File: src/pse_pkg.sv
// Types, constants and helper functions of the PNG stored-stream encoder.
// Depends on nothing; every module of the encoder imports it.
package pse_pkg;

   localparam logic OP_START = 1'b0;
   localparam logic OP_PIXEL = 1'b1;

   localparam int QUEUE_DEPTH = 4;
   localparam int QPTR_W      = 2;

   localparam logic [31:0] CRC_POLY  = 32'hEDB88320;
   localparam logic [31:0] CRC_INIT  = 32'hFFFFFFFF;
   localparam logic [16:0] ADLER_MOD = 17'd65521;

   typedef struct packed {
      logic       op;
      logic [7:0] red;
      logic [7:0] green;
      logic [7:0] blue;
   } req_type;

   typedef struct packed {
      logic [7:0] out_byte;
      logic       last_of_run;
      logic       file_end;
      logic       error;
   } rsp_type;

   typedef enum logic [1:0] {
      CMD_START,
      CMD_PIXEL,
      CMD_ERROR
   } cmd_kind_type;

   // One classified item handed from the front part to the back part.
   typedef struct packed {
      cmd_kind_type kind;
      logic [7:0]   red;
      logic [7:0]   green;
      logic [7:0]   blue;
      logic         first_col;
      logic         last_pix;
      logic [15:0]  width;
      logic [15:0]  height;
      logic [34:0]  raw_len;
      logic [31:0]  zlen;
   } cmd_type;

   typedef enum logic [2:0] {
      FR_ACCEPT,
      FR_MUL,
      FR_SETUP,
      FR_RECIP,
      FR_EST,
      FR_PROD,
      FR_FIX,
      FR_PUSH
   } front_state_type;

   typedef enum logic [1:0] {
      BK_START,
      BK_RAW,
      BK_TRAIL,
      BK_ERR
   } back_state_type;

   function automatic logic [31:0] crc_byte(input logic [31:0] crc, input logic [7:0] b);
      logic [31:0] c;
      c = crc ^ {24'd0, b};
      for (int k = 0; k < 8; k++) begin
         c = c[0] ? (CRC_POLY ^ (c >> 1)) : (c >> 1);
      end
      return c;
   endfunction

   function automatic logic [15:0] adler_mod(input logic [16:0] s);
      logic [16:0] r;
      r = (s >= ADLER_MOD) ? (s - ADLER_MOD) : s;
      return r[15:0];
   endfunction

endpackage

File: src/pse_front.sv
// Front part: accepts start and pixel requests, tracks the image position and
// works out the IDAT length for a start. Depends on pse_pkg.
module pse_front #(
   parameter int BLOCK_MAX = 65535
) (
   input  logic             clock,
   input  logic             reset,
   input  logic             req_valid,
   output logic             req_ready,
   input  pse_pkg::req_type req_payload,
   input  logic [15:0]      image_width,
   input  logic [15:0]      image_height,
   input  logic             q_full,
   output logic             q_push,
   output pse_pkg::cmd_type q_data
);
   import pse_pkg::*;

   localparam logic [15:0] BLK_SIZE = (BLOCK_MAX < 2) ? 16'd2 : 16'(BLOCK_MAX);
   // Block size reciprocal scaled by 2^32; the quotient it gives is low by at most five.
   localparam logic [63:0] RECIP_WIDE = 64'h1_0000_0000 / {48'd0, BLK_SIZE};
   localparam logic [31:0] RECIP = RECIP_WIDE[31:0];

   front_state_type fst_ff, fst_in;
   logic        open_ff, open_in;
   logic [15:0] col_ff, col_in;
   logic [15:0] row_ff, row_in;
   logic [15:0] lat_w_ff, lat_w_in;
   logic [15:0] lat_h_ff, lat_h_in;
   logic [34:0] raw_ff, raw_in;
   logic [34:0] dvd_ff, dvd_in;
   logic [50:0] phi_ff, phi_in;
   logic [47:0] plo_ff, plo_in;
   logic [34:0] quo_ff, quo_in;
   logic [34:0] rem_ff, rem_in;

   logic        accept;
   logic [16:0] col_next;
   logic [16:0] row_next;
   logic        row_end;
   logic        img_end;
   logic [66:0] est;
   logic [34:0] prod;
   logic [31:0] zlen;

   always_ff @(posedge clock) begin
      if (reset) begin
         fst_ff  <= FR_ACCEPT;
         open_ff <= 1'b0;
         col_ff  <= '0;
         row_ff  <= '0;
      end else begin
         fst_ff  <= fst_in;
         open_ff <= open_in;
         col_ff  <= col_in;
         row_ff  <= row_in;
      end
      lat_w_ff <= lat_w_in;
      lat_h_ff <= lat_h_in;
      raw_ff   <= raw_in;
      dvd_ff   <= dvd_in;
      phi_ff   <= phi_in;
      plo_ff   <= plo_in;
      quo_ff   <= quo_in;
      rem_ff   <= rem_in;
   end

   always_comb begin
      fst_in   = fst_ff;
      open_in  = open_ff;
      col_in   = col_ff;
      row_in   = row_ff;
      lat_w_in = lat_w_ff;
      lat_h_in = lat_h_ff;
      raw_in   = raw_ff;
      dvd_in   = dvd_ff;
      phi_in   = phi_ff;
      plo_in   = plo_ff;
      quo_in   = quo_ff;
      rem_in   = rem_ff;
      q_push   = 1'b0;

      req_ready = (fst_ff == FR_ACCEPT) && !q_full;
      accept    = req_valid && req_ready;

      col_next = {1'b0, col_ff} + 17'd1;
      row_next = {1'b0, row_ff} + 17'd1;
      row_end  = col_next >= {1'b0, lat_w_ff};
      img_end  = row_end && (row_next >= {1'b0, lat_h_ff});

      est  = {phi_ff, 16'd0} + {19'd0, plo_ff};
      prod = 35'(quo_ff * BLK_SIZE);
      zlen = raw_ff[31:0] + {quo_ff[29:0], 2'b00} + quo_ff[31:0] + 32'd6;

      q_data           = '0;
      q_data.kind      = CMD_PIXEL;
      q_data.red       = req_payload.red;
      q_data.green     = req_payload.green;
      q_data.blue      = req_payload.blue;
      q_data.first_col = (col_ff == 16'd0);
      q_data.last_pix  = img_end;
      q_data.width     = lat_w_ff;
      q_data.height    = lat_h_ff;
      q_data.raw_len   = raw_ff;
      q_data.zlen      = zlen;

      unique case (fst_ff)
         FR_ACCEPT: begin
            if (accept) begin
               if (req_payload.op == OP_START) begin
                  lat_w_in = (image_width == 16'd0) ? 16'd1 : image_width;
                  lat_h_in = (image_height == 16'd0) ? 16'd1 : image_height;
                  open_in  = 1'b1;
                  col_in   = '0;
                  row_in   = '0;
                  fst_in   = FR_MUL;
               end else if (!open_ff) begin
                  q_push      = 1'b1;
                  q_data.kind = CMD_ERROR;
               end else begin
                  q_push = 1'b1;
                  if (row_end) begin
                     col_in = '0;
                     row_in = row_next[15:0];
                     if (img_end) begin
                        open_in = 1'b0;
                     end
                  end else begin
                     col_in = col_next[15:0];
                  end
               end
            end
         end
         FR_MUL: begin
            // Raw scanline bytes: one filter byte and three samples per pixel per row.
            raw_in = 35'(lat_h_ff * ({2'b00, lat_w_ff} * 18'd3 + 18'd1));
            fst_in = FR_SETUP;
         end
         FR_SETUP: begin
            dvd_in = raw_ff + {19'd0, BLK_SIZE} - 35'd1;
            fst_in = FR_RECIP;
         end
         FR_RECIP: begin
            // Upper and lower halves of the dividend times the scaled reciprocal.
            phi_in = 51'(dvd_ff[34:16] * RECIP);
            plo_in = 48'(dvd_ff[15:0] * RECIP);
            fst_in = FR_EST;
         end
         FR_EST: begin
            quo_in = est[66:32];
            fst_in = FR_PROD;
         end
         FR_PROD: begin
            rem_in = dvd_ff - prod;
            fst_in = FR_FIX;
         end
         FR_FIX: begin
            // The estimate is never high, so the remainder only has to come down.
            if (rem_ff >= {19'd0, BLK_SIZE}) begin
               rem_in = rem_ff - {19'd0, BLK_SIZE};
               quo_in = quo_ff + 35'd1;
            end else begin
               fst_in = FR_PUSH;
            end
         end
         FR_PUSH: begin
            if (!q_full) begin
               q_push      = 1'b1;
               q_data.kind = CMD_START;
               fst_in      = FR_ACCEPT;
            end
         end
         default: fst_in = FR_ACCEPT;
      endcase
   end

endmodule

File: src/pse_queue.sv
// Short command queue between the front and back parts of the encoder.
// Depends on pse_pkg.
module pse_queue (
   input  logic             clock,
   input  logic             reset,
   input  logic             push,
   input  pse_pkg::cmd_type push_data,
   output logic             full,
   input  logic             pop,
   output logic             head_valid,
   output pse_pkg::cmd_type head_data
);
   import pse_pkg::*;

   cmd_type           mem_ff [QUEUE_DEPTH];
   logic [QPTR_W-1:0] wr_ff, wr_in;
   logic [QPTR_W-1:0] rd_ff, rd_in;
   logic [QPTR_W:0]   cnt_ff, cnt_in;
   logic              do_push;
   logic              do_pop;

   always_ff @(posedge clock) begin
      if (reset) begin
         wr_ff  <= '0;
         rd_ff  <= '0;
         cnt_ff <= '0;
      end else begin
         wr_ff  <= wr_in;
         rd_ff  <= rd_in;
         cnt_ff <= cnt_in;
      end
      if (do_push) begin
         mem_ff[wr_ff] <= push_data;
      end
   end

   always_comb begin
      full       = (cnt_ff == (QPTR_W + 1)'(QUEUE_DEPTH));
      head_valid = (cnt_ff != '0);
      head_data  = mem_ff[rd_ff];
      do_push    = push && !full;
      do_pop     = pop && head_valid;
      wr_in      = do_push ? wr_ff + 1'b1 : wr_ff;
      rd_in      = do_pop ? rd_ff + 1'b1 : rd_ff;
      cnt_in     = cnt_ff + {{QPTR_W{1'b0}}, do_push} - {{QPTR_W{1'b0}}, do_pop};
   end

endmodule

File: src/pse_back.sv
// Back part: turns queued commands into PNG bytes, one byte per cycle while the
// response side takes them, and keeps the CRC-32, Adler-32 and stored-block counts. Depends on pse_pkg.
module pse_back #(
   parameter int BLOCK_MAX = 65535
) (
   input  logic             clock,
   input  logic             reset,
   input  logic             q_valid,
   input  pse_pkg::cmd_type q_head,
   output logic             q_pop,
   output logic             rsp_valid,
   input  logic             rsp_ready,
   output pse_pkg::rsp_type rsp_payload
);
   import pse_pkg::*;

   localparam logic [15:0] BLK_SIZE = (BLOCK_MAX < 2) ? 16'd2 : 16'(BLOCK_MAX);
   localparam logic [5:0]  START_LAST = 6'd42;
   localparam logic [5:0]  TRAIL_LAST = 6'd19;

   back_state_type state_ff, state_in;
   logic        cur_valid_ff, cur_valid_in;
   cmd_type     cur_ff, cur_in;
   logic [5:0]  idx_ff, idx_in;
   logic [1:0]  rsel_ff, rsel_in;
   logic [2:0]  hdr_idx_ff, hdr_idx_in;
   logic        hdr_done_ff, hdr_done_in;
   logic [31:0] crc_ff, crc_in;
   logic [15:0] adl_lo_ff, adl_lo_in;
   logic [15:0] adl_hi_ff, adl_hi_in;
   logic [15:0] blk_left_ff, blk_left_in;
   logic [34:0] raw_left_ff, raw_left_in;
   logic        rsp_valid_ff, rsp_valid_in;
   rsp_type     rsp_ff, rsp_in;

   logic        adv;
   logic [7:0]  byte_v;
   logic        feed_crc;
   logic        feed_adl;
   logic        crc_rst;
   logic        last_b;
   logic        fend;
   logic        err;
   logic        hdr_need;
   logic [15:0] hdr_n;
   logic        hdr_fin;
   logic [31:0] crc_x;
   logic [15:0] lo_new;

   always_ff @(posedge clock) begin
      if (reset) begin
         state_ff     <= BK_START;
         cur_valid_ff <= 1'b0;
         rsp_valid_ff <= 1'b0;
         crc_ff       <= CRC_INIT;
         adl_lo_ff    <= 16'd1;
         adl_hi_ff    <= '0;
         blk_left_ff  <= '0;
         raw_left_ff  <= '0;
      end else begin
         state_ff     <= state_in;
         cur_valid_ff <= cur_valid_in;
         rsp_valid_ff <= rsp_valid_in;
         crc_ff       <= crc_in;
         adl_lo_ff    <= adl_lo_in;
         adl_hi_ff    <= adl_hi_in;
         blk_left_ff  <= blk_left_in;
         raw_left_ff  <= raw_left_in;
      end
      cur_ff      <= cur_in;
      idx_ff      <= idx_in;
      rsel_ff     <= rsel_in;
      hdr_idx_ff  <= hdr_idx_in;
      hdr_done_ff <= hdr_done_in;
      rsp_ff      <= rsp_in;
   end

   always_comb begin
      state_in     = state_ff;
      cur_valid_in = cur_valid_ff;
      cur_in       = cur_ff;
      idx_in       = idx_ff;
      rsel_in      = rsel_ff;
      hdr_idx_in   = hdr_idx_ff;
      hdr_done_in  = hdr_done_ff;
      crc_in       = crc_ff;
      adl_lo_in    = adl_lo_ff;
      adl_hi_in    = adl_hi_ff;
      blk_left_in  = blk_left_ff;
      raw_left_in  = raw_left_ff;
      rsp_in       = rsp_ff;

      adv      = cur_valid_ff && (!rsp_valid_ff || rsp_ready);
      crc_x    = ~crc_ff;
      hdr_n    = (raw_left_ff < {19'd0, BLK_SIZE}) ? raw_left_ff[15:0] : BLK_SIZE;
      hdr_fin  = raw_left_ff <= {19'd0, BLK_SIZE};
      hdr_need = (blk_left_ff == 16'd0) && !hdr_done_ff;
      byte_v   = '0;
      feed_crc = 1'b0;
      feed_adl = 1'b0;
      crc_rst  = 1'b0;
      last_b   = 1'b0;
      fend     = 1'b0;
      err      = 1'b0;

      unique case (state_ff)
         BK_START: begin
            case (idx_ff)
               6'd0:  byte_v = 8'h89;
               6'd1:  byte_v = 8'h50;
               6'd2:  byte_v = 8'h4E;
               6'd3:  byte_v = 8'h47;
               6'd4:  byte_v = 8'h0D;
               6'd5:  byte_v = 8'h0A;
               6'd6:  byte_v = 8'h1A;
               6'd7:  byte_v = 8'h0A;
               6'd11: byte_v = 8'h0D;
               6'd12: byte_v = 8'h49;
               6'd13: byte_v = 8'h48;
               6'd14: byte_v = 8'h44;
               6'd15: byte_v = 8'h52;
               6'd18: byte_v = cur_ff.width[15:8];
               6'd19: byte_v = cur_ff.width[7:0];
               6'd22: byte_v = cur_ff.height[15:8];
               6'd23: byte_v = cur_ff.height[7:0];
               6'd24: byte_v = 8'h08;
               6'd25: byte_v = 8'h02;
               6'd29: byte_v = crc_x[31:24];
               6'd30: byte_v = crc_x[23:16];
               6'd31: byte_v = crc_x[15:8];
               6'd32: byte_v = crc_x[7:0];
               6'd33: byte_v = cur_ff.zlen[31:24];
               6'd34: byte_v = cur_ff.zlen[23:16];
               6'd35: byte_v = cur_ff.zlen[15:8];
               6'd36: byte_v = cur_ff.zlen[7:0];
               6'd37: byte_v = 8'h49;
               6'd38: byte_v = 8'h44;
               6'd39: byte_v = 8'h41;
               6'd40: byte_v = 8'h54;
               6'd41: byte_v = 8'h78;
               6'd42: byte_v = 8'h01;
               default: byte_v = 8'h00;
            endcase
            feed_crc = ((idx_ff >= 6'd12) && (idx_ff <= 6'd28)) || (idx_ff >= 6'd37);
            crc_rst  = (idx_ff == 6'd12) || (idx_ff == 6'd37);
            last_b   = (idx_ff == START_LAST);
         end
         BK_RAW: begin
            feed_crc = 1'b1;
            if (hdr_need) begin
               case (hdr_idx_ff)
                  3'd0:    byte_v = {7'd0, hdr_fin};
                  3'd1:    byte_v = hdr_n[7:0];
                  3'd2:    byte_v = hdr_n[15:8];
                  3'd3:    byte_v = ~hdr_n[7:0];
                  default: byte_v = ~hdr_n[15:8];
               endcase
            end else begin
               feed_adl = 1'b1;
               case (rsel_ff)
                  2'd0:    byte_v = 8'h00;
                  2'd1:    byte_v = cur_ff.red;
                  2'd2:    byte_v = cur_ff.green;
                  default: byte_v = cur_ff.blue;
               endcase
               last_b = (rsel_ff == 2'd3) && !cur_ff.last_pix;
            end
         end
         BK_TRAIL: begin
            case (idx_ff)
               6'd0:  byte_v = adl_hi_ff[15:8];
               6'd1:  byte_v = adl_hi_ff[7:0];
               6'd2:  byte_v = adl_lo_ff[15:8];
               6'd3:  byte_v = adl_lo_ff[7:0];
               6'd4:  byte_v = crc_x[31:24];
               6'd5:  byte_v = crc_x[23:16];
               6'd6:  byte_v = crc_x[15:8];
               6'd7:  byte_v = crc_x[7:0];
               6'd12: byte_v = 8'h49;
               6'd13: byte_v = 8'h45;
               6'd14: byte_v = 8'h4E;
               6'd15: byte_v = 8'h44;
               6'd16: byte_v = crc_x[31:24];
               6'd17: byte_v = crc_x[23:16];
               6'd18: byte_v = crc_x[15:8];
               6'd19: byte_v = crc_x[7:0];
               default: byte_v = 8'h00;
            endcase
            feed_crc = (idx_ff <= 6'd3) || ((idx_ff >= 6'd12) && (idx_ff <= 6'd15));
            crc_rst  = (idx_ff == 6'd12);
            last_b   = (idx_ff == TRAIL_LAST);
            fend     = last_b;
         end
         BK_ERR: begin
            err    = 1'b1;
            last_b = 1'b1;
         end
         default: last_b = 1'b1;
      endcase

      lo_new = adler_mod({1'b0, adl_lo_ff} + {9'd0, byte_v});

      if (adv) begin
         rsp_in.out_byte    = byte_v;
         rsp_in.last_of_run = last_b;
         rsp_in.file_end    = fend;
         rsp_in.error       = err;
         rsp_valid_in       = 1'b1;
         if (feed_crc) begin
            crc_in = crc_byte(crc_rst ? CRC_INIT : crc_ff, byte_v);
         end
         if (feed_adl) begin
            adl_lo_in = lo_new;
            adl_hi_in = adler_mod({1'b0, adl_hi_ff} + {1'b0, lo_new});
         end
         unique case (state_ff)
            BK_START: begin
               idx_in = idx_ff + 6'd1;
               if (last_b) begin
                  adl_lo_in   = 16'd1;
                  adl_hi_in   = '0;
                  blk_left_in = '0;
                  raw_left_in = cur_ff.raw_len;
               end
            end
            BK_RAW: begin
               if (hdr_need) begin
                  hdr_idx_in = hdr_idx_ff + 3'd1;
                  if (hdr_idx_ff == 3'd4) begin
                     hdr_idx_in  = '0;
                     hdr_done_in = 1'b1;
                     blk_left_in = hdr_n;
                  end
               end else begin
                  hdr_done_in = 1'b0;
                  rsel_in     = rsel_ff + 2'd1;
                  if (blk_left_ff != 16'd0) begin
                     blk_left_in = blk_left_ff - 16'd1;
                  end
                  if (raw_left_ff != 35'd0) begin
                     raw_left_in = raw_left_ff - 35'd1;
                  end
                  if ((rsel_ff == 2'd3) && cur_ff.last_pix) begin
                     state_in = BK_TRAIL;
                     idx_in   = '0;
                  end
               end
            end
            BK_TRAIL: idx_in = idx_ff + 6'd1;
            BK_ERR:   idx_in = idx_ff;
            default:  idx_in = idx_ff;
         endcase
         if (last_b) begin
            cur_valid_in = 1'b0;
         end
      end else if (rsp_ready) begin
         rsp_valid_in = 1'b0;
      end else begin
         rsp_valid_in = rsp_valid_ff;
      end

      // The next command is popped when none is held, or in the cycle the current one sends its last byte.
      q_pop = q_valid && (!cur_valid_ff || (adv && last_b));
      if (q_pop) begin
         cur_in       = q_head;
         cur_valid_in = 1'b1;
         idx_in       = '0;
         rsel_in      = q_head.first_col ? 2'd0 : 2'd1;
         hdr_idx_in   = '0;
         hdr_done_in  = 1'b0;
         unique case (q_head.kind)
            CMD_START: state_in = BK_START;
            CMD_PIXEL: state_in = BK_RAW;
            CMD_ERROR: state_in = BK_ERR;
            default:   state_in = BK_ERR;
         endcase
      end

      rsp_valid   = rsp_valid_ff;
      rsp_payload = rsp_ff;
   end

endmodule

File: src/png_stored_stream_encoder.sv
// PNG stored-stream encoder. A start request (op 0) latches the width and height
// registers (zero reads as one) and produces 43 bytes: signature, IHDR with its
// CRC, the IDAT length and type and the zlib header. Each pixel request (op 1)
// produces its red, green and blue bytes, preceded by a zero filter byte at the
// start of a row and by a 5-byte stored-block header wherever a block of up to
// BLOCK_MAX bytes begins; the last pixel of the image also produces 20 trailer
// bytes (Adler-32, IDAT CRC, IEND) and flags the final one with file_end. A pixel
// with no image open produces a single error byte. Every byte is one response,
// and last_of_run marks the final response of a request. The output side sends
// one byte per cycle while the response side takes them, from the single byte
// sequencer in the back part. Pixel requests are taken one per cycle while the
// four-entry command queue has room. A start request holds the request side
// while the front part multiplies out the raw data length, divides it by the
// block size through a reciprocal multiplication and a short correction loop
// and waits for room in the queue. The configuration port always accepts;
// registers are to be written only while the encoder is idle, a rule on the
// user that the encoder itself leaves unchecked; they take effect at the next
// start.
module png_stored_stream_encoder #(
   parameter int BLOCK_MAX = 65535
) (
   input  logic             clock,
   input  logic             reset,
   input  logic             req_valid,
   output logic             req_ready,
   input  pse_pkg::req_type req_payload,
   output logic             rsp_valid,
   input  logic             rsp_ready,
   output pse_pkg::rsp_type rsp_payload,
   input  logic             csr_valid,
   output logic             csr_ready,
   input  logic             csr_index,
   input  logic [15:0]      csr_wdata
);
   import pse_pkg::*;

   localparam logic REG_WIDTH  = 1'b0;
   localparam logic REG_HEIGHT = 1'b1;

   logic [15:0] width_ff, width_in;
   logic [15:0] height_ff, height_in;
   logic        q_full;
   logic        q_push;
   cmd_type     q_wdata;
   logic        q_pop;
   logic        q_valid;
   cmd_type     q_head;

   always_ff @(posedge clock) begin
      if (reset) begin
         width_ff  <= 16'd1;
         height_ff <= 16'd1;
      end else begin
         width_ff  <= width_in;
         height_ff <= height_in;
      end
   end

   // Register writes; nothing else is addressed, so the port never stalls.
   always_comb begin
      csr_ready = 1'b1;
      width_in  = width_ff;
      height_in = height_ff;
      if (csr_valid) begin
         unique case (csr_index)
            REG_WIDTH:  width_in  = csr_wdata;
            REG_HEIGHT: height_in = csr_wdata;
            default:    width_in  = width_ff;
         endcase
      end
   end

   // The front part classifies requests and tracks the row and column.
   pse_front #(.BLOCK_MAX(BLOCK_MAX)) u_front (
      .clock        (clock),
      .reset        (reset),
      .req_valid    (req_valid),
      .req_ready    (req_ready),
      .req_payload  (req_payload),
      .image_width  (width_ff),
      .image_height (height_ff),
      .q_full       (q_full),
      .q_push       (q_push),
      .q_data       (q_wdata)
   );

   pse_queue u_queue (
      .clock      (clock),
      .reset      (reset),
      .push       (q_push),
      .push_data  (q_wdata),
      .full       (q_full),
      .pop        (q_pop),
      .head_valid (q_valid),
      .head_data  (q_head)
   );

   // The back part produces the byte stream and the running checksums.
   pse_back #(.BLOCK_MAX(BLOCK_MAX)) u_back (
      .clock       (clock),
      .reset       (reset),
      .q_valid     (q_valid),
      .q_head      (q_head),
      .q_pop       (q_pop),
      .rsp_valid   (rsp_valid),
      .rsp_ready   (rsp_ready),
      .rsp_payload (rsp_payload)
   );

endmodule

File: config.mk
export PLATFORM = sky130hd
export DESIGN_NAME = png_stored_stream_encoder
export DESIGN_NICKNAME = d
export VERILOG_FILES = /design/src/pse_pkg.sv /design/src/pse_front.sv /design/src/pse_queue.sv /design/src/pse_back.sv /design/src/png_stored_stream_encoder.sv
export SDC_FILE = /design/constraint.sdc
export NUM_CORES = 2
export LEC_CHECK = 0
export BUFFER_PORTS_ARGS = -buffer_cell sky130_fd_sc_hd__buf_2
export CAP_MARGIN = 20
export CORE_ASPECT_RATIO = 1.25
export CORE_MARGIN = 8
export CORE_UTILIZATION = 40
export DETAILED_ROUTE_END_ITERATION = 7
export SYNTH_ARGS = -nofsm -noshare
export SYNTH_HDL_FRONTEND = slang
export SYNTH_HIERARCHICAL = 1
export SYNTH_SLANG_ARGS = --single-unit
File: constraint.sdc
create_clock -name clock -period 17.9 [get_ports clock]
set_input_delay 0.895 -clock clock [delete_from_list [all_inputs] [get_ports clock]]
set_output_delay 0.895 -clock clock [all_outputs]
set_load 0.005 [all_outputs]
==> results.cfg <==
[finish]
layout.nets = 6994
final_common_cell = edfxtp_1
seq_area_um2 = 30200
nFillCells = 16500
area_growth_pct = 8.95
post-route-cell-area_um2 = 77300
drive_above_1_share_pct = 8.42
post-route-util_pct = 43.6
multi_input_area_um2 = 37100
final_cell_mix = edfxtp_1 (869), inv_1 (615), fa_1 (526)

[floorplan]
core_area_um2 = 177000
dieWidth_um = 393
die_area_um2 = 191000
die_h_um = 487
start_util_pct = 40.1
io_pins = 61
fp-row-count = 173

[placement]
gp_congestion = 0.920
dp_hpwl_mm = 134
place_area_um2 = 73500
numPortBuffers = 59

[cts]
cts.clk_slew.worst_paths_ns = 0.07
insertion_delay_ns = 0.79
cts-resized-gates = 0
cts_hold_buf = 0
clockBufferDepth = 3
cts_num_sinks = 1075
root_buffer = clkbuf_16
htreeDepth = 3
cts_tree = done
cts_inserted_buffers = 106
cts_setup_buffers = 0

[logic_synthesis]
yosysTopAreaCellShare_pct = 36.8
synth_warnings = 6
synth_cell_types = 116
syn_area_um2 = 70900
synth_edf_count = 869
yosys.area.top_type = edfxtp_1
synthesis.nets = 7053
syn_inst = 6071
yosysSeqAreaShare_pct = 42.6
synth_area_leaders = edfxtp_1 (37%), fa_1 (15%), ha_1 (7.2%)
synth_ff_type = edfxtp_1
avgSynthCellArea_um2 = 11.7
synth-seq-cells = 1075
async_reset_ff_share_pct = 0

[global_routing]
grt_max_degree = 78
grt-ovfl-total = 0
grt_use_total_pct = 18.9
grt_pass1_vias = 47800
grt_first_pass_wirelength_mm = 283
antenna_found_initial = 5

[sta]
rsz0062_at_grt = no
clock_skew_ns = 0.0928
timing.fmax_mhz = 94.4
slew_headroom_pct = 26.2
report.final.setup_viol = 0
hold_viol = 0
worst_pin_slew_ns = 1.10
period_minus_slack_ns = 10.59
period_share_pct = 59.2
slew_violations = 0
hold_slack_ns = 0.329
fin_setup_tns_ns = 0

[setup_path]
cp_max_fo = 22
crit_path_end_kind = flip-flop
crit_arrival_ns = 11.22
crit_type = reg2reg
cpMaxStageDelayCell = nor4_1
cp.required_ns = 18.53
critPathMaxStageDelay_ns = 0.76
start_kind = flip-flop
path_common_cell = a21oi_1

[route]
wl_met3_mm = 6.99
postRouteAntennaNets = 0
top_layer_used = met5
wl_per_cell_um = 21.3
finalWirelength_mm = 181
drt-vias-per-instance = 5.41
num_vias = 45800
met2_length_mm = 91.7
drc = 0
drt-initial-drc-count = 3416
drt-pass1-iter-count = 6
met1_length_mm = 75.0

[min_path]
holdCritPathClass = in2reg

[flow_run]
drv_cap = 0

[run_status]
outcome = finished clean
==> sequential cells by signal, indices dropped and copies added, names as in the netlist, 32 cells and up, named ones only <==
| name | cells |
|---|---|
| u_front/dvd_ff | 35 |
| u_front/phi_ff | 36 |
| u_queue/mem_ff | 508 |
| u_front/quo_ff | 35 |
| u_back/cur_ff | 124 |
| u_back/crc_ff | 32 |
| u_front/raw_ff | 35 |
| u_front/rem_ff | 35 |
| u_back/raw_left_ff | 35 |
==> synthesized netlist by cell type (35+ instances only) <==
cell type and n:
o21a_1 35, o21ai_0 193, or3_1 35, nor2b_1 48, nor4_1 41, ha_1 409
nor3_1 83, fa_1 526, xor2_1 127, and3_1 46, edfxtp_1 869, xnor2_1 264
nand4_1 50, a21oi_1 222, a21o_1 86, dfxtp_1 206, nor2_1 336, clkbuf_1 219
and2_1 139, nand2_1 478, o211ai_1 45, nand3_1 137, mux4_2 127, a22oi_1 43
mux2i_1 53, inv_1 615, nand2b_1 94
==> path summary, 6_finish.rpt <==
path	start	to	slack, ns	cells past startpoint
worst max register to register	u_back/idx_ff[0]$_SDFFE_PP0P_	u_back/adl_hi_ff[10]$_SDFFE_PP0P_	7.31	34
worst max-delay path	u_back/idx_ff[0]$_SDFFE_PP0P_	u_back/adl_hi_ff[10]$_SDFFE_PP0P_	7.31	34
worst min-delay path	req_payload[2]	u_queue/mem_ff[0][103]$_DFFE_PP_	0.33	1
worst min register to register	u_front/dvd_ff[2]$_DFFE_PP_	u_front/plo_ff[18]$_DFFE_PN_	0.45	0
==> metrics by stage <==
step	instances	worst slack, ns
final	8469	7.31
after detailed placement	8264	7.40
after CTS	8466	7.37
after global routing	8469	6.38
after floorplan	6071	9.60
after global placement	8263	7.48
==> final cells by class <==
| cell class | count | share of cell area [%] |
|---|---|---|
| inverter | 620 | 3.02 |
| multi-input combinational | 4082 | 48.1 |
| timing repair buffer | 127 | 1.06 |
| sequential | 1075 | 39.1 |
| clock buffer | 143 | 3.77 |
| clock inverter | 59 | 1.12 |
| tap | 2362 | 3.83 |
| antenna | 1 | 0.00324 |
==> routing by layer <==
layer  GRT usage [%]  vias to the layer above
li1                -                    21200
met1            23.9                    23200
met2            33.5                     1097
met3            1.86                      338
met4            7.31                        4
met5               0                        -
==> kinds of logic (layout without fill, tap and decap cells) <==
logic type,after synthesis,in the layout,share of synthesized area [%]
and+or+nand+nor,1598,1598,11.2
DFF,1075,1075,42.6
AOI/OAI and AO/OA,961,961,9.01
adders and majority gates,935,935,22.1
buffers and inverters,914,949,5.16
xor gates and xnor gates,403,403,5.12
muxes,184,184,4.84
other,1,2,0.00529
==> critical path: cells and delay by family, from the launching register on <==
| family | cells | cell delay (ns) |
|---|---|---|
| adder cells (fa/ha/maj) | 4 | 1.45 |
| buffers and inverters | 2 | 0.21 |
| AND/OR/NAND/NOR | 6 | 2.58 |
| flip-flops | 1 | 0.44 |
| multiplexers | 1 | 0.33 |
| XOR/XNOR | 3 | 0.52 |
| AO/OA/AOI/OAI | 18 | 4.88 |
Power is left out: the tool's default activity adds up to more than one toggle a clock period on the data nets, which glitch-free logic cannot reach.
